`config.mk`:
```
export PLATFORM = sky130hd
export DESIGN_NAME = rit_front
export DESIGN_NICKNAME = d
export VERILOG_FILES = /design/src/hdl/rit_pkg.sv /design/src/hdl/rit_front.sv
export SDC_FILE = /design/constraint.sdc
export NUM_CORES = 1
export LEC_CHECK = 0
export BUFFER_PORTS_ARGS = -buffer_cell sky130_fd_sc_hd__buf_2
export CORE_AREA = 3 3 58 60
export CTS_CLUSTER_DIAMETER = 80
export DETAILED_ROUTE_END_ITERATION = 12
export DIE_AREA = 0 0 61 63
export GPL_ROUTABILITY_DRIVEN = 0
export PLACE_DENSITY = 0.74
export SLEW_MARGIN = 20
export SYNTH_ARGS = -nofsm -noshare
export SYNTH_HDL_FRONTEND = slang
export SYNTH_SLANG_ARGS = --single-unit
```
`constraint.sdc`:
```
create_clock -name i_clk -period 2.1 [get_ports i_clk]
set_clock_uncertainty 0.2 [all_clocks]
set_input_delay 0.42 -clock i_clk [delete_from_list [all_inputs] [get_ports i_clk]]
set_output_delay 0.42 -clock i_clk [all_outputs]
set_load 0.01 [all_outputs]
```
`src/hdl/rit_pkg.sv`:
```
// types, codes and constants shared by the record index table modules
// no dependencies
package rit_pkg;

    localparam int MAX_ENTRIES_DEF = 256;
    localparam int QUEUE_DEPTH     = 2;
    localparam logic [15:0] STEP_BYTES_RST = 16'd64;

    localparam logic [2:0] OP_STORE    = 3'd0;
    localparam logic [2:0] OP_GET      = 3'd1;
    localparam logic [2:0] OP_UPDATE   = 3'd2;
    localparam logic [2:0] OP_DELETE   = 3'd3;
    localparam logic [2:0] OP_UNDELETE = 3'd4;

    localparam logic [1:0] ST_OK      = 2'd0;
    localparam logic [1:0] ST_MISSING = 2'd1;
    localparam logic [1:0] ST_FULL    = 2'd2;

    typedef struct packed {
        logic [2:0]         operation;
        logic signed [31:0] key;
    } t_in_item;

    typedef struct packed {
        logic [1:0]  status;
        logic [23:0] location;
    } t_out_item;

    typedef enum logic [2:0] {
        CMD_STORE,
        CMD_FIND,
        CMD_DELETE,
        CMD_UNDELETE,
        CMD_BAD
    } t_cmd;

    typedef struct packed {
        t_cmd        cmd;
        logic [31:0] key;
    } t_cmd_item;

    // key holds the original key for deleted entries as well
    typedef struct packed {
        logic        deleted;
        logic [31:0] key;
        logic [23:0] offset;
    } t_entry;

    typedef enum logic {
        S_IDLE,
        S_SCAN
    } t_state;

    function automatic t_cmd_item classify(input t_in_item req);
        t_cmd_item c;
        c.key = req.key;
        unique case (req.operation)
            OP_STORE:         c.cmd = CMD_STORE;
            OP_GET, OP_UPDATE: c.cmd = CMD_FIND;
            OP_DELETE:        c.cmd = CMD_DELETE;
            OP_UNDELETE:      c.cmd = CMD_UNDELETE;
            default:          c.cmd = CMD_BAD;
        endcase
        return c;
    endfunction

endpackage

```
`src/hdl/rit_front.sv`:
```
// front stage: registers each request and decodes its operation
// depends on rit_pkg
module rit_front import rit_pkg::*; (
    input  logic      i_clk,
    input  logic      i_rst_n,
    input  logic      i_in_valid,
    output logic      o_in_ready,
    input  t_in_item  i_in_data,
    output logic      o_push,
    output t_cmd_item o_item,
    input  logic      i_q_ready
);

    logic      r_valid;
    t_cmd_item r_item;

    assign o_in_ready = !r_valid || i_q_ready;
    assign o_push     = r_valid;
    assign o_item     = r_item;

    always_ff @(posedge i_clk) begin
        if (!i_rst_n) begin
            r_valid <= 1'b0;
        end else if (i_in_valid && o_in_ready) begin
            r_valid <= 1'b1;
        end else if (i_q_ready) begin
            r_valid <= 1'b0;
        end
    end

    always_ff @(posedge i_clk) begin
        if (i_in_valid && o_in_ready) begin
            r_item <= classify(i_in_data);
        end
    end

endmodule

```
==> results of run 1 <==
==> cells in the mapped netlist <==
cell type / count
inv_1: 1
o21ai_0: 2
or3b_1: 1
edfxtp_1: 35
nand2_1: 1
dfxtp_1: 1
o21a_1: 1
nand2b_1: 1
xnor2_1: 1
and2_1: 1
a21boi_0: 1
==> worst max path at each step <==
stage,startpoint,endpoint,slack (ns),cells past startpoint
after floorplan,i_q_ready,o_item[0]$_DFFE_PP_,0.02,2
after global placement,i_q_ready,o_item[4]$_DFFE_PP_,0.58,4
after detailed placement,i_q_ready,o_item[1]$_DFFE_PP_,0.55,4
after CTS,o_push$_SDFFE_PN0P_,o_in_ready,0.57,2
after global routing,o_push$_SDFFE_PN0P_,o_in_ready,0.52,2
final,o_push$_SDFFE_PN0P_,o_in_ready,0.59,2
==> layout by cell type, fill, tap and decap left out, drive strengths merged <==
cell,synthesis,routed
and2,1,1
edfxtp,35,35
a21boi,1,1
inv,1,1
o21a,1,1
nand2b,1,1
xnor2,1,1
or3b,1,1
buf,0,77
dfxtp,1,1
o21ai,2,2
nand2,1,1
clkbuf,0,8
==> metrics by stage <==
step,area [µm²],setup WS [ns]
floorplan,1130,0.0230
global placement,1570,0.583
detailed placement,1570,0.550
CTS,1610,0.569
global route,1610,0.524
finish,1610,0.594
==> power groups by stage <==
stage          sequential [mW]  clock [mW]  combinational (mW)
4_1_cts                  0.849       0.345               0.129
2_1_floorplan            0.890           0              0.0197
3_5_place_dp             0.865           0               0.129
3_3_place_gp             0.863           0               0.123
5_1_grt                  0.853       0.377               0.139
6_report                 0.848       0.330               0.125
==> metal layers <==
layer	GRT usage, %	wire (µm)
met1	10.8	726
met2	20.6	1100
met3	8.47	294
met4	4.07	22
met5	0	0
==> sequential cells by signal, indices dropped and copies added, names as in the netlist <==
name	flops
o_push	1
o_item	35
==> cell families (layout without fill, tap and decap cells) <==
| family | count (synthesis) | count (layout) |
|---|---|---|
| AO/OA/AOI/OAI | 4 | 4 |
| XOR/XNOR | 1 | 1 |
| AND/OR/NAND/NOR | 4 | 4 |
| flip-flops | 36 | 36 |
| buffers and inverters | 1 | 86 |
==> worst reg2reg max path: stages, from the launching register on <==
cell,delay (ns)
dfxtp_1,0.32
nand2b_1,0.09
and2_1,0.15
buf_4,0.25
==> area by class of cell <==
class	instances	area [µm²]	share of cell area, %
Clock buffer	8	48.8	3.02
Multi-Input combinational cell	9	58.8	3.64
Timing Repair Buffer	77	390	24.2
Tap cell	33	41.3	2.56
Sequential cell	36	1070	66.4
Inverter	1	3.75	0.233
==> results.json, run 1 <==
{
  "cp_top_family": "flip-flops",
  "synth_compound_area_share_pct": 2.21,
  "fmax_ghz": 0.664,
  "crit_path_start_kind": "register",
  "sequentialPowerShare_pct": 65.1,
  "path_buf_inv": 1,
  "synth-adder-area-share_pct": 0,
  "internal_power_mw": 1.03,
  "root_buffer": "clkbuf_4",
  "cts.sinks": 36,
  "syn_inst": 46,
  "antenna_found_initial": 0,
  "run_status": "completed",
  "antenna_left": 0,
  "synth-xor-area-share_pct": 0.773,
  "end_kind": "primary output",
  "cts_setup_buffers": 0,
  "drive_above_1_share_pct": 62.6,
  "fin_crit_ns": 1.51,
  "ys_top_cells_by_area": "edfxtp_1 (93%), dfxtp_1 (1.8%), o21ai_0 (0.88%)",
  "clockBufferDepth": 2,
  "worstPathCellList": "nand2b_1 -> buf_2",
  "p_total_mw": 1.30,
  "io_buffers": 75,
  "nets": 169,
  "drtIter0Drc": 10,
  "syn2layout_area_growth_pct": 42.4,
  "grt_pass1_wl_mm": 3.22,
  "r2r-end": "o_item[18]$_DFFE_PP_",
  "die_w_um": 61,
  "arrival_ns": 0.89,
  "initial_core_util_pct": 38.1,
  "ioPinCount": 76,
  "criticalPathCategory": "register to primary output",
  "synth_top_family_by_area": "compound AO/OA/AOI/OAI gates",
  "overflow": 0,
  "rows": 20,
  "ir_drop_mv": 0.426,
  "period_share_pct": 71.7,
  "syn_nets": 85,
  "rr_worst_depth": 3,
  "clk_latency_ns": 0.31,
  "cellPowerDensity_mw_per_mm2": 807,
  "dr.pass1.iters": 4,
  "core_area_mm2": 0.00298,
  "ctsResizeCount": 0,
  "yosysTopAreaCellShare_pct": 92.7,
  "hpwl_mm": 1.71,
  "die_h_um": 63,
  "syn_area_mm2": 0.00113,
  "antenna_cells": 0,
  "slew_headroom_pct": 84.4,
  "drv_slew": 0,
  "max_stage_delay_ns": 0.34,
  "min_path_type": "input port to register",
  "hold_buffers": 0,
  "drt_wl_total_mm": 2.14,
  "leakagePower_nw": 0.703,
  "cp.required_ns": 1.48,
  "clkSlewWorstSetupHoldPaths_ns": 0.10,
  "p_sw_mw": 0.272,
  "yosysSeqAreaShare_pct": 94.5,
  "setup_violations": 0,
  "cts_tree": "yes",
  "fill_cells": 260,
  "hold_viol_final": 0,
  "swShare_pct": 20.9,
  "rsz0062_at_grt": "no",
  "synth_mux_area_share_pct": 0,
  "crit_slowest_cell": "dfxtp_1",
  "synth_top_area_cell": "edfxtp_1",
  "first_global_vias": 743,
  "drc": 0,
  "fin_util_pct": 54.2,
  "worst-r2r-setup-slack_ns": 0.78,
  "hold_end": "o_item[4]$_DFFE_PP_",
  "vias_per_cell": 4.40,
  "synth_area_per_cell_um2": 24.6,
  "setup_tns_ns": 0,
  "die-area_mm2": 0.00384,
  "ys_ff_latch": 36,
  "dr_total_vias": 722,
  "wl_per_cell_um": 13.0,
  "worst_slew_pin_slew_ns": 0.234,
  "max_cap_viol_count": 0,
  "numCtsBuffers": 5,
  "cp_max_fo": 3,
  "synth.distinct_cells": 11,
  "combPwrFrac_pct": 9.6,
  "holdWs_ns": 0.0638,
  "yosys_warnings": 0,
  "place_inst": 156,
  "layout.cells.non_filler": 164,
  "clkPwrFrac_pct": 25.3,
  "rr_startpoint": "o_push$_SDFFE_PN0P_",
  "hp-start": "i_in_data[4]",
  "synth_simple_gate_area_share_pct": 2.21,
  "grt_use_total_pct": 12.1,
  "min_delay_path_depth": 1,
  "grt_max_degree": 20,
  "ctsHtreeMaxLevel": 2
}
(Power assumes the default switching activity.)
==> run 2, diff against run 1 <==
clock period = 1.4 ns   (was 2.1 ns; I/O delays follow)
==> run 2 against run 1 <==
Hold slack improved by 0.012 ns. Count of clock-buffer cells in the layout shrank 1. First-iteration DRC count increased by 120%. Die area stayed put. Setup slack worse by 0.56 ns. Flip-flop and latch count did not move. Power rose by 58%. Critical endpoint unchanged.
==> results.json, run 2 (same netlist as run 1, synthesis figures left out) <==
{
  "antenna_cells": 0,
  "drt_wl_total_mm": 2.80,
  "die-area_mm2": 0.00384,
  "end_kind": "primary output",
  "min_path_type": "input port to register",
  "io_buffers": 75,
  "drtIter0Drc": 22,
  "overflow": 0,
  "placed_area_mm2": 0.00161,
  "clockBufferDepth": 2,
  "drive_above_1_share_pct": 51.2,
  "grt_use_total_pct": 16.0,
  "setup_ws_ns": 0.0356,
  "ctsHtreeMaxLevel": 2,
  "initial_core_util_pct": 38.1,
  "period_share_pct": 97.5,
  "multi_input_area_um2": 61.3,
  "clk_latency_ns": 0.32,
  "final_common_cell": "buf_2",
  "grt_max_degree": 15,
  "numCtsBuffers": 5,
  "fmax_ghz": 0.733,
  "dr.pass1.iters": 3,
  "ctsResizeCount": 0,
  "rows": 20,
  "largest_register_ff_count": 35,
  "antenna_found_initial": 0,
  "fill_cells": 230,
  "first_global_vias": 925,
  "setup_violations": 0,
  "die_w_um": 61,
  "fin_crit_ns": 1.36,
  "hold_viol_final": 0,
  "dr_total_vias": 869,
  "vias_per_cell": 4.37,
  "nets": 204,
  "ioPinCount": 76,
  "crit_path_start_kind": "register",
  "cellPowerDensity_mw_per_mm2": 1030,
  "ir_drop_mv": 0.634,
  "slew_headroom_pct": 89.8,
  "crit_slowest_cell": "dfxtp_2",
  "regArea_mm2": 0.00107,
  "preCtsSetupSlack_ns": 0.0744,
  "clkSlewWorstSetupHoldPaths_ns": 0.09,
  "worstPathCellList": "nand2b_1 -> buf_2",
  "final_cell_mix": "buf_2 (75), edfxtp_1 (35), dlygate4sd3_1 (34)",
  "max_stage_delay_ns": 0.33,
  "cts_setup_buffers": 0,
  "criticalPathCategory": "register to primary output",
  "syn2layout_area_growth_pct": 76.7,
  "worst_slew_pin_slew_ns": 0.151,
  "run_status": "completed",
  "wl_per_cell_um": 14.0,
  "final_area_mm2": 0.00200,
  "rsz0062_at_grt": "yes",
  "root_buffer": "clkbuf_4",
  "cts.sinks": 36,
  "cp_max_fo": 3,
  "arrival_ns": 0.88,
  "grt_pass1_wl_mm": 4.23,
  "drv_slew": 0,
  "cts_tree": "yes",
  "max_cap_viol_count": 0,
  "die_h_um": 63,
  "core_area_mm2": 0.00298,
  "antenna_left": 0,
  "leakagePower_nw": 0.866,
  "cp.required_ns": 0.92,
  "worst-r2r-setup-slack_ns": 0.14,
  "drc": 0
}
[run 2: changes by cell type in the layout (fill, tap and decap cells not counted), sizes merged]
cell,before,now
buf,77,78
clkbuf,8,7
clkinv,0,1
dlygate4sd3,0,34
[run 2: final timing paths]
path | endpoint | start | depth (start not counted)
setup / recovery | o_in_ready | o_push$_SDFFE_PN0P_ | 2
hold / removal | o_item[34]$_DFFE_PP_ | i_in_data[34] | 2
setup reg to reg | o_item[20]$_DFFE_PP_ | o_push$_SDFFE_PN0P_ | 3
hold reg to reg | o_push$_SDFFE_PN0P_ | o_push$_SDFFE_PN0P_ | 2
[run 2: where the power goes]
| group | switching [mW] | internal [mW] |
|---|---|---|
| Clock | 0.302 | 0.193 |
| Combinational | 0.121 | 0.169 |
| Sequential | 0.0142 | 1.26 |
| Total | 0.437 | 1.62 |
[run 2: timing repair]
item | in CTS | in global routing
endpoints found under the hold margin | 33 | 0
hold buffers | 34 | 0
endpoints found under the setup margin | 0 | 3
[run 2: critical path: cells and delay by family, from the launching register on]
kind | cells | cell delay (ns)
flip-flops | 1 | 0.33
AND/OR/NAND/NOR | 1 | 0.09
buffers and inverters | 1 | 0.14
[run 2: metal layers]
layer  up-vias  share of wire, %  GRT usage, %
met1       399                35          14.2
li1        420                 -             -
met3         4               7.7          6.40
met4         0               1.0          6.50
met5         -                 0             0
met2        46                56          29.8
[run 2: through the flow]
stage	instances	hold slack [ns]	setup TNS (ns)	power (mW)	util (%)
3_3_place_gp	157	0.257	0	1.50	54.2
5_1_grt	199	0.0546	-0.0451	2.17	67.3
4_1_cts	199	0.0532	0	2.08	67.3
3_5_place_dp	157	0.258	0	1.51	54.2
2_1_floorplan	46	0.179	0	1.37	-
6_report	199	0.0761	0	2.06	67.3
[run 2: cell type report]
class,count,area share [%]
well taps,33,2.06
clock inverters,1,0.187
clock buffers,7,2.25
flip-flops and latches,36,53.5
inverters,1,0.187
multi-input cells,9,3.06
repair buffers,112,38.7
==> run 3, diff against run 2 <==
CORE_AREA = 3 3 80 44   (was 3 3 58 60)
DIE_AREA = 0 0 83 47   (was 0 0 61 63)
PLACE_DENSITY = 0.75   (was 0.74)
==> run 3 against run 2 <==
Count of clock-buffer cells in the layout unchanged. First-iteration DRC count up 77%. Critical path depth did not move. Critical path type unchanged. Critical endpoint unchanged. Largest power group unchanged. Highest routed layer unchanged.
==> results.json, run 3 (same netlist as run 1, synthesis figures left out) <==
{
  "run_status": "completed",
  "clockBufferDepth": 2,
  "drt_wl_total_mm": 3.22,
  "drive_above_1_share_pct": 51.5,
  "grt_max_degree": 18,
  "hpwl_mm": 1.87,
  "initial_core_util_pct": 39.0,
  "die_h_um": 47,
  "drc": 0,
  "hold_viol_final": 0,
  "setup_tns_ns": 0,
  "period_share_pct": 95.8,
  "antenna_left": 0,
  "grt_use_total_pct": 16.7,
  "clkSlewWorstSetupHoldPaths_ns": 0.06,
  "cts.sinks": 36,
  "antenna_cells": 0,
  "overflow": 0,
  "largest_register_ff_count": 35,
  "drv_slew": 0,
  "ctsHtreeMaxLevel": 2,
  "final_cell_mix": "buf_2 (75), edfxtp_1 (35), dlygate4sd3_1 (32)",
  "slew_headroom_pct": 90.6,
  "clk_latency_ns": 0.28,
  "antenna_found_initial": 0,
  "vias_per_cell": 4.36,
  "place_inst": 163,
  "crit_slowest_cell": "dfxtp_2",
  "die-area_mm2": 0.00390,
  "first_global_vias": 880,
  "worst_slew_pin_slew_ns": 0.140,
  "fmax_ghz": 0.746,
  "grt_pass1_wl_mm": 4.61,
  "criticalPathCategory": "register to primary output",
  "max_cap_viol_count": 0,
  "min_path_type": "input port to register",
  "nets": 201,
  "fin_crit_ns": 1.34,
  "dr_total_vias": 886,
  "cp.required_ns": 0.92,
  "cts_tree": "yes",
  "syn2layout_area_growth_pct": 76.7,
  "core_area_mm2": 0.00291,
  "cp_max_fo": 3,
  "worstPathCellList": "nand2b_1 -> buf_2",
  "end_kind": "primary output",
  "io_buffers": 75,
  "ctsResizeCount": 0,
  "max_stage_delay_ns": 0.32,
  "root_buffer": "clkbuf_8",
  "crit_path_start_kind": "register",
  "arrival_ns": 0.86,
  "leakagePower_nw": 0.861,
  "rows": 14,
  "ir_drop_mv": 0.603,
  "numCtsBuffers": 5,
  "ioPinCount": 76,
  "cellPowerDensity_mw_per_mm2": 1110,
  "drtIter0Drc": 39,
  "fill_cells": 193,
  "layout.cells.non_filler": 203,
  "dr.pass1.iters": 4,
  "rsz0062_at_grt": "no",
  "wl_per_cell_um": 15.9,
  "final_common_cell": "buf_2",
  "setup_violations": 0,
  "die_w_um": 83
}
==> run 3: final cells by class <==
| type | instances | area [µm²] | area share, % |
|---|---|---|---|
| flip-flops and latches | 36 | 1070 | 53.5 |
| repair buffers | 109 | 736 | 36.7 |
| clock buffers | 7 | 76.3 | 3.81 |
| multi-input cells | 9 | 61.3 | 3.06 |
| well taps | 40 | 50.0 | 2.50 |
| clock inverters | 1 | 3.75 | 0.187 |
| inverters | 1 | 3.75 | 0.187 |
==> run 3: path summary, 6_finish.rpt <==
path / startpoint / to / slack (ns) / depth (start not counted)
min: i_rst_n / o_push$_SDFFE_PN0P_ / 0.05 / 2
max: o_push$_SDFFE_PN0P_ / o_in_ready / 0.06 / 2
min reg2reg: o_push$_SDFFE_PN0P_ / o_push$_SDFFE_PN0P_ / 0.36 / 2
max reg2reg: o_push$_SDFFE_PN0P_ / o_item[17]$_DFFE_PP_ / 0.10 / 3
==> run 3: where the power goes <==
part	internal [mW]	total (mW)	switching, mW
Combinational	0.159	0.285	0.126
Sequential	1.26	1.28	0.0165
Clock	0.346	0.668	0.322
Total	1.76	2.23	0.465
==> run 3: stage by stage <==
| step | setup slack, ns | area, µm² | utilization, % | total power, mW | hold slack (ns) |
|---|---|---|---|---|---|
| global route | 0.0197 | 2000 | 68.9 | 2.31 | 0.0508 |
| detailed placement | 0.0374 | 1600 | 55.1 | 1.50 | 0.258 |
| finish | 0.0594 | 2000 | 68.9 | 2.23 | 0.0461 |
| CTS | 0.0824 | 2000 | 68.9 | 2.23 | 0.0478 |
| global placement | 0.0648 | 1600 | 55.1 | 1.50 | 0.257 |
| floorplan | 0.00756 | 1140 | - | 1.37 | 0.179 |
==> run 3: what timing repair did <==
action | CTS | global route
setup buffers | 0 | 0
hold endpoints to repair | 32 | 0
hold buffers | 32 | 0
==> run 3: layer usage <==
| metal | track usage, % | up-vias | wire (µm) |
|---|---|---|---|
| li1 | - | 410 | - |
| met1 | 17.5 | 438 | 1180 |
| met2 | 31.8 | 28 | 1810 |
| met3 | 5.43 | 10 | 122 |
| met4 | 8.79 | 0 | 111 |
| met5 | 0 | - | 0 |
==> run 3: worst max-delay path: cells and delay by family (launching register included) <==
| family | cells | cell delay, ns |
|---|---|---|
| AND/OR/NAND/NOR | 1 | 0.10 |
| flip-flops | 1 | 0.32 |
| buffers and inverters | 1 | 0.16 |
