File: src/hdl/rit_pkg.sv
// types, codes and constants shared by the record index table modules
// no dependencies
package rit_pkg;

    localparam int MAX_ENTRIES_DEF = 256;
    localparam int QUEUE_DEPTH     = 2;
    localparam logic [15:0] STEP_BYTES_RST = 16'd64;

    localparam logic [2:0] OP_STORE    = 3'd0;
    localparam logic [2:0] OP_GET      = 3'd1;
    localparam logic [2:0] OP_UPDATE   = 3'd2;
    localparam logic [2:0] OP_DELETE   = 3'd3;
    localparam logic [2:0] OP_UNDELETE = 3'd4;

    localparam logic [1:0] ST_OK      = 2'd0;
    localparam logic [1:0] ST_MISSING = 2'd1;
    localparam logic [1:0] ST_FULL    = 2'd2;

    typedef struct packed {
        logic [2:0]         operation;
        logic signed [31:0] key;
    } t_in_item;

    typedef struct packed {
        logic [1:0]  status;
        logic [23:0] location;
    } t_out_item;

    typedef enum logic [2:0] {
        CMD_STORE,
        CMD_FIND,
        CMD_DELETE,
        CMD_UNDELETE,
        CMD_BAD
    } t_cmd;

    typedef struct packed {
        t_cmd        cmd;
        logic [31:0] key;
    } t_cmd_item;

    // key holds the original key for deleted entries as well
    typedef struct packed {
        logic        deleted;
        logic [31:0] key;
        logic [23:0] offset;
    } t_entry;

    typedef enum logic {
        S_IDLE,
        S_SCAN
    } t_state;

    function automatic t_cmd_item classify(input t_in_item req);
        t_cmd_item c;
        c.key = req.key;
        unique case (req.operation)
            OP_STORE:         c.cmd = CMD_STORE;
            OP_GET, OP_UPDATE: c.cmd = CMD_FIND;
            OP_DELETE:        c.cmd = CMD_DELETE;
            OP_UNDELETE:      c.cmd = CMD_UNDELETE;
            default:          c.cmd = CMD_BAD;
        endcase
        return c;
    endfunction

endpackage

File: src/hdl/rit_queue.sv
// short fifo of decoded requests between front and back
// depends on rit_pkg
module rit_queue import rit_pkg::*; (
    input  logic      i_clk,
    input  logic      i_rst_n,
    input  logic      i_push,
    input  t_cmd_item i_item,
    output logic      o_ready,
    input  logic      i_pop,
    output logic      o_valid,
    output t_cmd_item o_item
);

    localparam int PTR_W = $clog2(QUEUE_DEPTH);
    localparam int CNT_W = $clog2(QUEUE_DEPTH + 1);

    t_cmd_item        r_store [QUEUE_DEPTH];
    logic [PTR_W-1:0] r_wr_ptr;
    logic [PTR_W-1:0] r_rd_ptr;
    logic [CNT_W-1:0] r_count;
    logic             push_ok;
    logic             pop_ok;

    assign o_ready = (r_count != CNT_W'(QUEUE_DEPTH));
    assign o_valid = (r_count != '0);
    assign o_item  = r_store[r_rd_ptr];
    assign push_ok = i_push && o_ready;
    assign pop_ok  = i_pop && o_valid;

    always_ff @(posedge i_clk) begin
        if (!i_rst_n) begin
            r_wr_ptr <= '0;
            r_rd_ptr <= '0;
            r_count  <= '0;
        end else begin
            if (push_ok) begin
                r_wr_ptr <= r_wr_ptr + PTR_W'(1);
            end
            if (pop_ok) begin
                r_rd_ptr <= r_rd_ptr + PTR_W'(1);
            end
            if (push_ok && !pop_ok) begin
                r_count <= r_count + CNT_W'(1);
            end else if (pop_ok && !push_ok) begin
                r_count <= r_count - CNT_W'(1);
            end
        end
    end

    always_ff @(posedge i_clk) begin
        if (push_ok) begin
            r_store[r_wr_ptr] <= i_item;
        end
    end

endmodule

File: config.mk
export PLATFORM = sky130hd
export DESIGN_NAME = rit_queue
export DESIGN_NICKNAME = d
export VERILOG_FILES = /design/src/hdl/rit_pkg.sv /design/src/hdl/rit_queue.sv
export SDC_FILE = /design/constraint.sdc
export NUM_CORES = 1
export LEC_CHECK = 0
export BUFFER_PORTS_ARGS = -buffer_cell sky130_fd_sc_hd__buf_2
export CORE_MARGIN = 3
export CORE_UTILIZATION = 55
export DETAILED_ROUTE_END_ITERATION = 10
export HOLD_SLACK_MARGIN = 0.03
export MAX_ROUTING_LAYER = met4
export PLACE_DENSITY = 0.83
export SLEW_MARGIN = 10
export SYNTH_ARGS = -nofsm -noshare
export SYNTH_HDL_FRONTEND = slang
export SYNTH_SLANG_ARGS = --single-unit
File: constraint.sdc
create_clock -name i_clk -period 3.65 [get_ports i_clk]
set_clock_uncertainty 0.05 [all_clocks]
set_input_delay 0.1825 -clock i_clk [delete_from_list [all_inputs] [get_ports i_clk]]
set_output_delay 0.1825 -clock i_clk [all_outputs]
set_load 0.02 [all_outputs]
==> results of run 1 <==
==> cell families after synthesis <==
group,count (synthesis)
flops,75
compound gates,5
buf+inv,5
xor+xnor,3
mux,35
fa+ha+maj,1
simple gates,9
==> layout make-up <==
type	count	area share
Clock inverter	3	0.0104
Timing Repair Buffer	112	0.198
Sequential cell	75	0.588
Inverter	1	0.00100
Tap cell	67	0.0224
Clock buffer	13	0.0371
Multi-Input combinational cell	53	0.143
==> where the power goes <==
part           switching, mW  internal [mW]  total, mW
registers             0.0377           1.08       1.11
clock network          0.272          0.314      0.585
logic                  0.417          0.311      0.728
==> final timing paths <==
path	start	end	slack (ns)
worst max-delay path	flop	o_item[31]	1.78
worst min-delay path	i_rst_n	r_rd_ptr	0.06
worst max register to register	r_count[0]	r_store[1][22]	1.86
worst min register to register	r_count[1]	r_count[1]	0.51
==> stage by stage <==
stage | power [mW] | instances | util | setup slack (ns)
floorplan | 1.62 | 133 | - | 1.70
global placement | 1.81 | 273 | 0.672 | 1.91
detailed placement | 1.83 | 273 | 0.672 | 1.84
CTS | 2.44 | 324 | 0.782 | 1.76
global route | 2.54 | 324 | 0.782 | 1.70
finish | 2.43 | 324 | 0.782 | 1.78
==> registers in the layout, summed over array words and instances (netlist names), named ones only <==
name      cells
r_wr_ptr      1
r_count       2
r_rd_ptr      1
r_store      70
==> critical path, stage by stage (launching register included) <==
cell and delay [ns]:
sky130_fd_sc_hd__dfxtp_1 0.32, sky130_fd_sc_hd__buf_4 0.41, sky130_fd_sc_hd__mux2_2 0.40, sky130_fd_sc_hd__buf_2 0.17
==> placed cells by master (no fill, tap or decap), drive strengths merged <==
cell type    netlist  routed
and3               1       1
bufinv             0       1
and2               4       4
a21boi             2       2
clkinv             0       2
a21bo              1       1
inv                1       1
dlygate4sd3        0      35
o21ai              2       2
clkbuf             0      13
nand2b             1       1
buf                4      77
or2                1       1
xor2               1       1
xnor2              2       2
ha                 1       1
nand3b             1       1
or3                1       1
mux2              35      35
edfxtp            70      70
dfxtp              5       5
==> per-layer routing <==
layer / vias to the layer above / part of all wire
met4: 0 / 0.023
met5: - / 0
met1: 759 / 0.40
met2: 50 / 0.54
met3: 12 / 0.042
li1: 755 / -
==> what timing repair did <==
action,in CTS,in global routing
endpoints found under the setup margin,0,0
hold buffers,35,0
resized for setup,0,0
hold endpoints to repair,70,0
==> impl_metrics.xml, run 1 <==
<?xml version="1.0" encoding="UTF-8"?>
<metrics>
  <group name="synth">
    <metric name="post_synth.cell_area_avg" unit="um2">20.7</metric>
    <metric name="synth-main-ff-cell" unit="">sky130_fd_sc_hd__edfxtp_1</metric>
    <metric name="netlist_area" unit="um2">2760</metric>
    <metric name="ys_top_cells_by_area" unit="">sky130_fd_sc_hd__edfxtp_1 76%, sky130_fd_sc_hd__mux2_2 14%, sky130_fd_sc_hd__dfxtp_1 3.6%, sky130_fd_sc_hd__and2_1 0.91%, sky130_fd_sc_hd__buf_2 0.73%</metric>
    <metric name="yosys-mux-area-fraction" unit="">0.143</metric>
    <metric name="synth_enable_flop_cells" unit="">70</metric>
    <metric name="synth_xor_xnor_area_share" unit="">0.00952</metric>
    <metric name="synth.top_cells.by_count" unit="">70 x sky130_fd_sc_hd__edfxtp_1, 35 x sky130_fd_sc_hd__mux2_2, 5 x sky130_fd_sc_hd__dfxtp_1, 4 x sky130_fd_sc_hd__and2_1, 4 x sky130_fd_sc_hd__buf_2</metric>
    <metric name="synthDominantAreaCellType" unit="">sky130_fd_sc_hd__edfxtp_1</metric>
    <metric name="synth.most_common_cell" unit="">sky130_fd_sc_hd__edfxtp_1</metric>
    <metric name="synth_top_cell_area_share" unit="">0.762</metric>
    <metric name="ys_async_sr_fraction" unit="">0</metric>
    <metric name="count_of_synthesis_stage_warnings_from_yosys" unit="">0</metric>
    <metric name="synth_nets" unit="">173</metric>
    <metric name="postSynthCellCount" unit="">133</metric>
    <metric name="fraction_of_the_mapped_netlist_area_in_adder_cells" unit="">0.00454</metric>
    <metric name="register_area_share_after_synthesis" unit="">0.798</metric>
    <metric name="yosys_register_bits" unit="">75</metric>
    <metric name="main_combinational_cell_family_by_area_after_synthesis" unit="">multiplexers</metric>
    <metric name="yosys.area_share.simple" unit="">0.0236</metric>
    <metric name="synthDistinctLibCells" unit="">19</metric>
    <metric name="compound_gate_portion_of_the_synthesized_area" unit="">0.0127</metric>
  </group>
  <group name="critical_path">
    <metric name="crit_path_end_kind" unit="">output pin</metric>
    <metric name="worstPathMaxFanout" unit="">35</metric>
    <metric name="reg2reg_depth" unit="">2</metric>
    <metric name="crit_required" unit="ns">3.42</metric>
    <metric name="cp_data_arrival_time" unit="ns">1.64</metric>
    <metric name="timing.critical_path.from_type" unit="">flop</metric>
    <metric name="worst-setup-path-type" unit="">reg2out</metric>
  </group>
  <group name="cells_and_area">
    <metric name="final_layout_size_suffix_gt1_frac" unit="">0.494</metric>
    <metric name="fin_area" unit="um2">3740</metric>
    <metric name="final.fill_count" unit="">265</metric>
    <metric name="antennaDiodeCount" unit="">0</metric>
    <metric name="sequential_cell_area" unit="um2">2200</metric>
    <metric name="multiInputGateArea" unit="um2">534</metric>
    <metric name="finish.net_count" unit="">292</metric>
    <metric name="area_delta_synth_final" unit="%">35.6</metric>
  </group>
  <group name="sta">
    <metric name="fin_crit" unit="ns">1.87</metric>
    <metric name="worst-slew-pin-transition" unit="ns">0.842</metric>
    <metric name="timing.max_slew.rel_slack" unit="">0.439</metric>
    <metric name="grt_setup_unrepaired" unit="">no</metric>
    <metric name="slew_violations" unit="">0</metric>
    <metric name="period_share" unit="">0.512</metric>
    <metric name="hold-worst-slack" unit="ns">0.0554</metric>
    <metric name="setup-violations-final" unit="">0</metric>
    <metric name="maxClockFrequency" unit="GHz">0.535</metric>
    <metric name="fin_setup_tns" unit="ns">0</metric>
    <metric name="final_hold_viol_count" unit="">0</metric>
  </group>
  <group name="hold_path">
    <metric name="timing.hold.worst.class" unit="">in2reg</metric>
    <metric name="whs_path_depth" unit="">2</metric>
  </group>
  <group name="global_route">
    <metric name="globalRouteMet3Util" unit="">0.0669</metric>
    <metric name="grt_max_degree" unit="">36</metric>
    <metric name="antenna_found_initial" unit="">0</metric>
    <metric name="overflow" unit="">0</metric>
    <metric name="number_of_global_route_vias_before_repair" unit="">1714</metric>
    <metric name="gr-usage-all-layers" unit="">0.194</metric>
    <metric name="grt_most_used_layer" unit="">met2</metric>
    <metric name="grt.met1_usage" unit="">0.207</metric>
    <metric name="grt_pass1_wl" unit="um">8310</metric>
    <metric name="globalRouteMet2Util" unit="">0.323</metric>
  </group>
  <group name="clock_network">
    <metric name="ctsRootBufferMaster" unit="">sky130_fd_sc_hd__clkbuf_8</metric>
    <metric name="clock_network_latency_to_the_later_pin_of_the_worst_skew_pair" unit="ns">0.33</metric>
    <metric name="cts.repair_timing.setup_buffer_count" unit="">0</metric>
    <metric name="cts_max_level" unit="">3</metric>
    <metric name="tritoncts" unit="">yes</metric>
    <metric name="clk_transition_reported_paths" unit="ns">0.07</metric>
    <metric name="cts_sinks" unit="">75</metric>
    <metric name="max-clock-path-buffers" unit="">2</metric>
    <metric name="cts_buffers" unit="">9</metric>
  </group>
  <group name="drt">
    <metric name="count_of_antenna_violating_nets_left_after_detailed_routing" unit="">0</metric>
    <metric name="vias" unit="">1576</metric>
    <metric name="1st_pass_router_iterations" unit="">4</metric>
    <metric name="routedWlPerCell" unit="um">16.0</metric>
    <metric name="drt-vias-per-instance" unit="">4.86</metric>
    <metric name="routed_wl" unit="um">5190</metric>
    <metric name="drt_iter0_markers" unit="">64</metric>
    <metric name="route.detailed.drc" unit="">0</metric>
  </group>
  <group name="floorplan">
    <metric name="floorplan.rows" unit="">25</metric>
    <metric name="core_area" unit="um2">4790</metric>
    <metric name="die_outline_area" unit="um2">5900</metric>
    <metric name="floorplan.die.height" unit="um">76.8</metric>
    <metric name="number_of_i_o_pins" unit="">76</metric>
    <metric name="die_x" unit="um">76.8</metric>
    <metric name="floorplan.initialDensity" unit="">0.576</metric>
  </group>
  <group name="placement">
    <metric name="place.port_buffers" unit="">75</metric>
    <metric name="postPlaceCellArea" unit="um2">3210</metric>
    <metric name="dp_hpwl" unit="um">2980</metric>
    <metric name="gp_congestion" unit="">0.739</metric>
  </group>
  <group name="pwr">
    <metric name="vdd_drop_max" unit="uV">576</metric>
    <metric name="power_leakage" unit="nW">1.43</metric>
    <metric name="power.density_cell_area" unit="nW/um2">649</metric>
  </group>
  <group name="status">
    <metric name="status" unit="">finished clean</metric>
  </group>
  <group name="run">
    <metric name="cap_violations" unit="">0</metric>
  </group>
</metrics>
Power figures use the tool's default switching activity.
==> inputs of run 2 (changes only) <==
ABC_AREA = 1   (was default)
CORE_UTILIZATION = 47   (was 55)
PLACE_DENSITY = 0.75   (was 0.83)
clock period = 1.7 ns   (was 3.65 ns; I/O delays follow)
==> run 2 against run 1 <==
  * Register-to-register slack worse by 1.7 ns
  * Routed wire length shrank 5.7%
  * Sequential power up 120%
  * Clock-buffer cell count grew 2
  * Sequential share of layout area is 2.4 points lower
  * Synthesized cell count is 9.8% higher
  * Critical path depth stayed put
  * Largest cell class unchanged
  * Highest routed layer unchanged
==> impl_metrics.xml, run 2 <==
<?xml version="1.0" encoding="UTF-8"?>
<metrics>
  <group name="pwr">
    <metric name="vdd_drop_max" unit="uV">802</metric>
    <metric name="tot_pwr" unit="mW">5.15</metric>
    <metric name="power_leakage" unit="nW">1.57</metric>
    <metric name="power.density_cell_area" unit="nW/um2">1320</metric>
  </group>
  <group name="global_route">
    <metric name="gr-usage-all-layers" unit="">0.150</metric>
    <metric name="number_of_global_route_vias_before_repair" unit="">1732</metric>
    <metric name="antenna_found_initial" unit="">0</metric>
    <metric name="grt_pass1_wl" unit="um">7930</metric>
    <metric name="overflow" unit="">0</metric>
    <metric name="grt_max_degree" unit="">36</metric>
  </group>
  <group name="hold_path">
    <metric name="holdCritStartpoint" unit="">i_push</metric>
    <metric name="hold-path-endpoint" unit="">r_wr_ptr</metric>
    <metric name="timing.hold.worst.class" unit="">in2reg</metric>
    <metric name="whs_path_depth" unit="">4</metric>
  </group>
  <group name="synth">
    <metric name="yosys_register_bits" unit="">75</metric>
    <metric name="synthDistinctLibCells" unit="">15</metric>
    <metric name="post_synth.cell_area_avg" unit="um2">20.0</metric>
    <metric name="register_area_share_after_synthesis" unit="">0.754</metric>
    <metric name="synth.most_common_cell" unit="">sky130_fd_sc_hd__edfxtp_1</metric>
    <metric name="count_of_synthesis_stage_warnings_from_yosys" unit="">0</metric>
    <metric name="ys_async_sr_fraction" unit="">0</metric>
    <metric name="synth-main-ff-cell" unit="">sky130_fd_sc_hd__edfxtp_1</metric>
    <metric name="synth_nets" unit="">186</metric>
    <metric name="netlist_area" unit="um2">2920</metric>
    <metric name="synth.top_cells.by_count" unit="">70 x sky130_fd_sc_hd__edfxtp_1, 30 x sky130_fd_sc_hd__mux2_4, 9 x sky130_fd_sc_hd__nand2_1, 8 x sky130_fd_sc_hd__inv_1, 8 x sky130_fd_sc_hd__nor2_1</metric>
    <metric name="postSynthCellCount" unit="">146</metric>
    <metric name="ys_top_cells_by_area" unit="">sky130_fd_sc_hd__edfxtp_1 72%, sky130_fd_sc_hd__mux2_4 15%, sky130_fd_sc_hd__dfxtp_1 3.4%, sky130_fd_sc_hd__buf_12 2.1%, sky130_fd_sc_hd__mux2_2 1.9%</metric>
    <metric name="synthDominantAreaCellType" unit="">sky130_fd_sc_hd__edfxtp_1</metric>
    <metric name="synth_top_cell_area_share" unit="">0.720</metric>
    <metric name="synth_enable_flop_cells" unit="">70</metric>
  </group>
  <group name="sta">
    <metric name="timing.max_slew.rel_slack" unit="">0.808</metric>
    <metric name="timing.final.ws_setup" unit="ns">0.103</metric>
    <metric name="fin_setup_tns" unit="ns">0</metric>
    <metric name="final_hold_viol_count" unit="">0</metric>
    <metric name="worst-slew-pin-transition" unit="ns">0.289</metric>
    <metric name="fin_crit" unit="ns">1.60</metric>
    <metric name="period_share" unit="">0.939</metric>
    <metric name="setup-violations-final" unit="">0</metric>
    <metric name="maxClockFrequency" unit="GHz">0.626</metric>
    <metric name="slew_violations" unit="">0</metric>
    <metric name="grt_setup_unrepaired" unit="">no</metric>
  </group>
  <group name="floorplan">
    <metric name="core_area" unit="um2">5960</metric>
    <metric name="die_outline_area" unit="um2">7200</metric>
    <metric name="number_of_i_o_pins" unit="">76</metric>
    <metric name="floorplan.initialDensity" unit="">0.490</metric>
    <metric name="floorplan.rows" unit="">28</metric>
    <metric name="floorplan.die.height" unit="um">84.8</metric>
    <metric name="die_x" unit="um">84.8</metric>
  </group>
  <group name="critical_path">
    <metric name="crit_path_end_kind" unit="">output pin</metric>
    <metric name="startpoint_of_the_worst_register_to_register_path" unit="">r_count[0]</metric>
    <metric name="worst_path_largest_cell_delay" unit="ns">0.37</metric>
    <metric name="reg2reg_to" unit="">r_count[1]</metric>
    <metric name="timing.critical_path.from_type" unit="">flop</metric>
    <metric name="cp_data_arrival_time" unit="ns">1.46</metric>
    <metric name="r2r_setup_slk" unit="ns">0.20</metric>
    <metric name="critical_path.slowest_cell" unit="">sky130_fd_sc_hd__mux2_2</metric>
    <metric name="reg2reg_depth" unit="">10</metric>
    <metric name="worstPathMaxFanout" unit="">35</metric>
    <metric name="crit_required" unit="ns">1.56</metric>
    <metric name="timing.critical_path.cells" unit="">buf_12 -&gt; mux2_2 -&gt; buf_2</metric>
    <metric name="worst-setup-path-type" unit="">reg2out</metric>
  </group>
  <group name="cells_and_area">
    <metric name="fin_area" unit="um2">3910</metric>
    <metric name="final_layout_size_suffix_gt1_frac" unit="">0.473</metric>
    <metric name="layout.cells.most_common" unit="">sky130_fd_sc_hd__buf_2</metric>
    <metric name="final.fill_count" unit="">434</metric>
    <metric name="largest_reg_flops" unit="">70</metric>
    <metric name="number_of_non_filler_instances_in_the_completed_layout" unit="">348</metric>
    <metric name="layout_top_registers" unit="">r_store (70), r_count (2)</metric>
    <metric name="antennaDiodeCount" unit="">0</metric>
    <metric name="sequential_cell_area" unit="um2">2200</metric>
    <metric name="most_used_cells_in_the_layout_excluding_fill_and_tap_cells" unit="">75 x sky130_fd_sc_hd__buf_2, 70 x sky130_fd_sc_hd__edfxtp_1, 36 x sky130_fd_sc_hd__dlygate4sd3_1, 30 x sky130_fd_sc_hd__mux2_4, 9 x sky130_fd_sc_hd__clkbuf_8</metric>
    <metric name="multiInputGateArea" unit="um2">637</metric>
    <metric name="area_delta_synth_final" unit="%">33.8</metric>
    <metric name="finish.net_count" unit="">308</metric>
    <metric name="register_bank_with_the_most_flops" unit="">r_store</metric>
  </group>
  <group name="drt">
    <metric name="routedWlPerCell" unit="um">14.1</metric>
    <metric name="routed_wl" unit="um">4900</metric>
    <metric name="vias" unit="">1628</metric>
    <metric name="drt-vias-per-instance" unit="">4.68</metric>
    <metric name="drt_iter0_markers" unit="">78</metric>
    <metric name="count_of_antenna_violating_nets_left_after_detailed_routing" unit="">0</metric>
    <metric name="route.detailed.drc" unit="">0</metric>
    <metric name="1st_pass_router_iterations" unit="">4</metric>
  </group>
  <group name="clock_network">
    <metric name="tritoncts" unit="">yes</metric>
    <metric name="cts.repair_timing.setup_buffer_count" unit="">0</metric>
    <metric name="cts_sinks" unit="">75</metric>
    <metric name="clk_transition_reported_paths" unit="ns">0.07</metric>
    <metric name="max-clock-path-buffers" unit="">2</metric>
    <metric name="clock_network_latency_to_the_later_pin_of_the_worst_skew_pair" unit="ns">0.32</metric>
    <metric name="ctsRootBufferMaster" unit="">sky130_fd_sc_hd__clkbuf_8</metric>
    <metric name="cts_max_level" unit="">3</metric>
    <metric name="cts_buffers" unit="">9</metric>
  </group>
  <group name="placement">
    <metric name="placed_cells" unit="">296</metric>
    <metric name="dp_slack" unit="ns">0.206</metric>
    <metric name="postPlaceCellArea" unit="um2">3390</metric>
    <metric name="dp_hpwl" unit="um">3190</metric>
    <metric name="gp_congestion" unit="">0.783</metric>
    <metric name="place.port_buffers" unit="">75</metric>
  </group>
  <group name="status">
    <metric name="status" unit="">finished clean</metric>
  </group>
  <group name="run">
    <metric name="cap_violations" unit="">0</metric>
  </group>
</metrics>
## run 2: kinds of logic (layout without fill, tap and decap cells)
logic type / count (synthesis) / count (layout) / share of synthesized area
simple gates: 19 / 19 / 0.0257
fa+ha+maj: 1 / 1 / 0.00428
compound gates: 4 / 4 / 0.00771
mux: 35 / 35 / 0.174
flops: 75 / 75 / 0.754
buf+inv: 12 / 139 / 0.0347
## run 2: how the worst max path moves through the flow
stage / startpoint / slack, ns / cells after the start / endpoint
2_1_floorplan: r_count[0] / 0.03 / 4 / r_store[0][0]
3_3_place_gp: r_count[0] / 0.29 / 10 / r_count[1]
3_5_place_dp: r_count[0] / 0.21 / 10 / r_count[1]
4_1_cts: flop / 0.07 / 3 / o_item[19]
5_1_grt: flop / 0.02 / 3 / o_item[21]
6_report: flop / 0.10 / 3 / o_item[14]
## run 2: what timing repair did
item / CTS / global route
gates resized for setup: 0 / 0
setup endpoints to repair: 0 / 0
hold buffers: 36 / 0
hold endpoints to repair: 75 / 0
## run 2: routing by layer
layer | vias up | global-route usage | wire length [um]
met5 | - | - | 0
met4 | 0 | 0.0863 | 81
met3 | 6 | 0.0359 | 199
met2 | 40 | 0.249 | 2600
met1 | 794 | 0.165 | 2020
li1 | 788 | - | -
## run 2: worst max-delay path: cells and delay by family (launching register included)
kind                   cells  cell delay, ns
buffers and inverters      2            0.42
DFF                        1            0.34
muxes                      1            0.37
## run 2: layout make-up
cell class,instances,share of cell area
Clock buffer,15,0.0375
Timing Repair Buffer,115,0.202
Clock inverter,1,0.00128
Multi-Input combinational cell,59,0.163
Sequential cell,75,0.564
Inverter,8,0.00769
Tap cell,75,0.0240
## run 2: stage by stage
stage          hold slack, ns   util
2_1_floorplan           0.134      -
3_3_place_gp            0.224  0.570
3_5_place_dp            0.227  0.570
4_1_cts                 0.115  0.656
5_1_grt                 0.146  0.656
6_report                0.136  0.656
## run 2: power by group
| group | total, mW | leakage [nW] | internal [mW] | switching (mW) |
|---|---|---|---|---|
| sequential | 2.42 | 0.695 | 2.34 | 0.0857 |
| combinational | 1.65 | 0.796 | 0.747 | 0.907 |
| clock | 1.07 | 0.0757 | 0.532 | 0.540 |
| total | 5.15 | 1.57 | 3.62 | 1.53 |
==> inputs of run 3 (changes only) <==
CORE_UTILIZATION = 56   (was 47)
CTS_BUF_LIST = sky130_fd_sc_hd__clkbuf_16   (was default)
PLACE_DENSITY = 0.84   (was 0.75)
clock period = 2.06 ns   (was 1.7 ns; I/O delays follow)
==> run 3 against run 2 <==
  * Die area is 15% lower
  * Via count is 3.7% higher
  * Critical path depth stayed put
  * Total power is 6.8% lower
  * First-iteration DRC count is 23% lower
  * Sequential power is 17% lower
  * Register-to-register slack better by 0.23 ns
  * Critical endpoint is now o_item[21]
  * Highest routed layer unchanged
==> impl_metrics.xml, run 3 (synthesis gave the netlist of run 2 again) <==
<?xml version="1.0" encoding="UTF-8"?>
<metrics>
  <group name="global_route">
    <metric name="number_of_global_route_vias_before_repair" unit="">1793</metric>
    <metric name="overflow" unit="">0</metric>
    <metric name="grt_max_degree" unit="">24</metric>
    <metric name="gr-usage-all-layers" unit="">0.194</metric>
    <metric name="antenna_found_initial" unit="">0</metric>
    <metric name="grt_pass1_wl" unit="um">8350</metric>
  </group>
  <group name="critical_path">
    <metric name="reg2reg_to" unit="">r_count[1]</metric>
    <metric name="worst-setup-path-type" unit="">reg2out</metric>
    <metric name="r2r_setup_slk" unit="ns">0.43</metric>
    <metric name="startpoint_of_the_worst_register_to_register_path" unit="">r_count[0]</metric>
    <metric name="crit_buf_inv" unit="">2</metric>
    <metric name="worst_path_largest_cell_delay" unit="ns">0.38</metric>
    <metric name="worstPathMaxFanout" unit="">23</metric>
    <metric name="crit_path_end_kind" unit="">output pin</metric>
    <metric name="reg2reg_depth" unit="">10</metric>
    <metric name="family_with_the_most_delay_on_the_worst_path" unit="">buffers and inverters</metric>
    <metric name="critical_path.slowest_cell" unit="">sky130_fd_sc_hd__mux2_2</metric>
    <metric name="timing.critical_path.from_type" unit="">flop</metric>
    <metric name="crit_required" unit="ns">1.91</metric>
    <metric name="timing.critical_path.cells" unit="">buf_4 -&gt; mux2_2 -&gt; buf_2</metric>
    <metric name="cp_data_arrival_time" unit="ns">1.56</metric>
  </group>
  <group name="floorplan">
    <metric name="floorplan.initialDensity" unit="">0.598</metric>
    <metric name="floorplan.die.height" unit="um">78.2</metric>
    <metric name="core_area" unit="um2">4880</metric>
    <metric name="floorplan.rows" unit="">25</metric>
    <metric name="die_x" unit="um">78.2</metric>
    <metric name="number_of_i_o_pins" unit="">76</metric>
    <metric name="die_outline_area" unit="um2">6120</metric>
  </group>
  <group name="clock_network">
    <metric name="clk_transition_reported_paths" unit="ns">0.06</metric>
    <metric name="hold_buffers" unit="">36</metric>
    <metric name="cts_sinks" unit="">75</metric>
    <metric name="max-clock-path-buffers" unit="">2</metric>
    <metric name="post_cts_resized" unit="">0</metric>
    <metric name="cts_max_level" unit="">3</metric>
    <metric name="cts_buffers" unit="">9</metric>
    <metric name="ctsRootBufferMaster" unit="">sky130_fd_sc_hd__clkbuf_16</metric>
    <metric name="cts.repair_timing.setup_buffer_count" unit="">0</metric>
    <metric name="tritoncts" unit="">yes</metric>
    <metric name="clock_network_latency_to_the_later_pin_of_the_worst_skew_pair" unit="ns">0.32</metric>
  </group>
  <group name="sta">
    <metric name="setup-violations-final" unit="">0</metric>
    <metric name="slew_violations" unit="">0</metric>
    <metric name="maxClockFrequency" unit="GHz">0.584</metric>
    <metric name="worst-slew-pin-transition" unit="ns">0.406</metric>
    <metric name="fin_crit" unit="ns">1.71</metric>
    <metric name="grt_setup_unrepaired" unit="">no</metric>
    <metric name="period_share" unit="">0.832</metric>
    <metric name="final_hold_viol_count" unit="">0</metric>
    <metric name="timing.max_slew.rel_slack" unit="">0.730</metric>
  </group>
  <group name="drt">
    <metric name="drt_iter0_markers" unit="">60</metric>
    <metric name="1st_pass_router_iterations" unit="">6</metric>
    <metric name="vias" unit="">1689</metric>
    <metric name="count_of_antenna_violating_nets_left_after_detailed_routing" unit="">0</metric>
    <metric name="routedWlPerCell" unit="um">15.5</metric>
    <metric name="routed_wl" unit="um">5310</metric>
    <metric name="drt-vias-per-instance" unit="">4.94</metric>
    <metric name="route.detailed.drc" unit="">0</metric>
  </group>
  <group name="cells_and_area">
    <metric name="finish.net_count" unit="">310</metric>
    <metric name="largest_reg_flops" unit="">70</metric>
    <metric name="layout.cells.most_common" unit="">sky130_fd_sc_hd__buf_2</metric>
    <metric name="area_delta_synth_final" unit="%">37.3</metric>
    <metric name="register_bank_with_the_most_flops" unit="">r_store</metric>
    <metric name="layout_top_registers" unit="">r_store (70), r_count (2)</metric>
    <metric name="final_layout_size_suffix_gt1_frac" unit="">0.473</metric>
    <metric name="fin_area" unit="um2">4010</metric>
    <metric name="most_used_cells_in_the_layout_excluding_fill_and_tap_cells" unit="">75 x sky130_fd_sc_hd__buf_2, 70 x sky130_fd_sc_hd__edfxtp_1, 36 x sky130_fd_sc_hd__dlygate4sd3_1, 30 x sky130_fd_sc_hd__mux2_4, 12 x sky130_fd_sc_hd__inv_1</metric>
    <metric name="antennaDiodeCount" unit="">0</metric>
  </group>
  <group name="placement">
    <metric name="postPlaceCellArea" unit="um2">3370</metric>
    <metric name="gp_congestion" unit="">0.736</metric>
    <metric name="place.port_buffers" unit="">75</metric>
    <metric name="dp_hpwl" unit="um">3080</metric>
  </group>
  <group name="hold_path">
    <metric name="hold-path-endpoint" unit="">r_rd_ptr</metric>
    <metric name="timing.hold.worst.class" unit="">in2reg</metric>
    <metric name="holdCritStartpoint" unit="">i_pop</metric>
    <metric name="whs_path_depth" unit="">4</metric>
  </group>
  <group name="pwr">
    <metric name="power.density_cell_area" unit="nW/um2">1200</metric>
    <metric name="power_leakage" unit="nW">1.65</metric>
    <metric name="vdd_drop_max" unit="uV">974</metric>
    <metric name="tot_pwr" unit="mW">4.80</metric>
  </group>
  <group name="status">
    <metric name="status" unit="">finished clean</metric>
  </group>
  <group name="run">
    <metric name="cap_violations" unit="">0</metric>
  </group>
</metrics>
## run 3: cell types whose count changed in the layout (fill, tap and decap cells not counted)
| cell | before | now |
|---|---|---|
| sky130_fd_sc_hd__buf_4 | 2 | 6 |
| sky130_fd_sc_hd__inv_1 | 8 | 12 |
| sky130_fd_sc_hd__nand2_2 | 2 | 0 |
| sky130_fd_sc_hd__clkinv_1 | 0 | 1 |
| sky130_fd_sc_hd__nand2_1 | 7 | 9 |
| sky130_fd_sc_hd__clkbuf_1 | 6 | 0 |
| sky130_fd_sc_hd__clkbuf_16 | 0 | 9 |
| sky130_fd_sc_hd__clkbuf_8 | 9 | 0 |
| sky130_fd_sc_hd__bufinv_16 | 0 | 1 |
| sky130_fd_sc_hd__buf_12 | 2 | 0 |
## run 3: how the worst max path moves through the flow
stage	to	slack (ns)	cells after the start
floorplan	r_store[0][0]	-0.06	4
global placement	r_count[1]	0.57	10
detailed placement	r_count[1]	0.45	10
CTS	o_item[21]	0.32	3
global route	o_item[20]	0.27	3
finish	o_item[21]	0.35	3
## run 3: report_power, final
group / switching (mW) / internal [mW] / leakage (nW)
Clock: 0.527 / 0.912 / 0.152
Combinational: 0.759 / 0.602 / 0.800
Sequential: 0.0668 / 1.93 / 0.695
## run 3: worst min-delay path, cell delays in order
cell and delay, ns:
sky130_fd_sc_hd__buf_2 0.08, sky130_fd_sc_hd__o21a_1 0.16, sky130_fd_sc_hd__nor2_1 0.07, sky130_fd_sc_hd__nor2_1 0.09
## run 3: area by class of cell
type                       instances  area, um2
sequential                        75       2200
fill                             247        871
timing repair buffer             117        781
multi-input combinational         59        632
clock buffer                       9        225
tap                               67       83.8
clock inverter                     7       53.8
inverter                           8       30.0
## run 3: routing by layer
metal | vias up | track usage | part of all wire | routed length [um]
met2 | 72 | 0.335 | 0.54 | 2870
met4 | 0 | 0.0839 | 0.018 | 95
met5 | - | - | 0 | 0
met1 | 813 | 0.207 | 0.38 | 2000
li1 | 795 | - | - | -
met3 | 9 | 0.0596 | 0.066 | 348
## run 3: metrics by stage
stage	utilization	std cells	hold WS, ns	setup TNS (ns)	worst slack [ns]
floorplan	-	146	0.152	-4.51	-0.0644
global placement	0.691	290	0.241	0	0.573
detailed placement	0.691	290	0.245	0	0.455
CTS	0.822	342	0.148	0	0.317
global route	0.822	342	0.187	0	0.269
finish	0.822	342	0.156	0	0.347
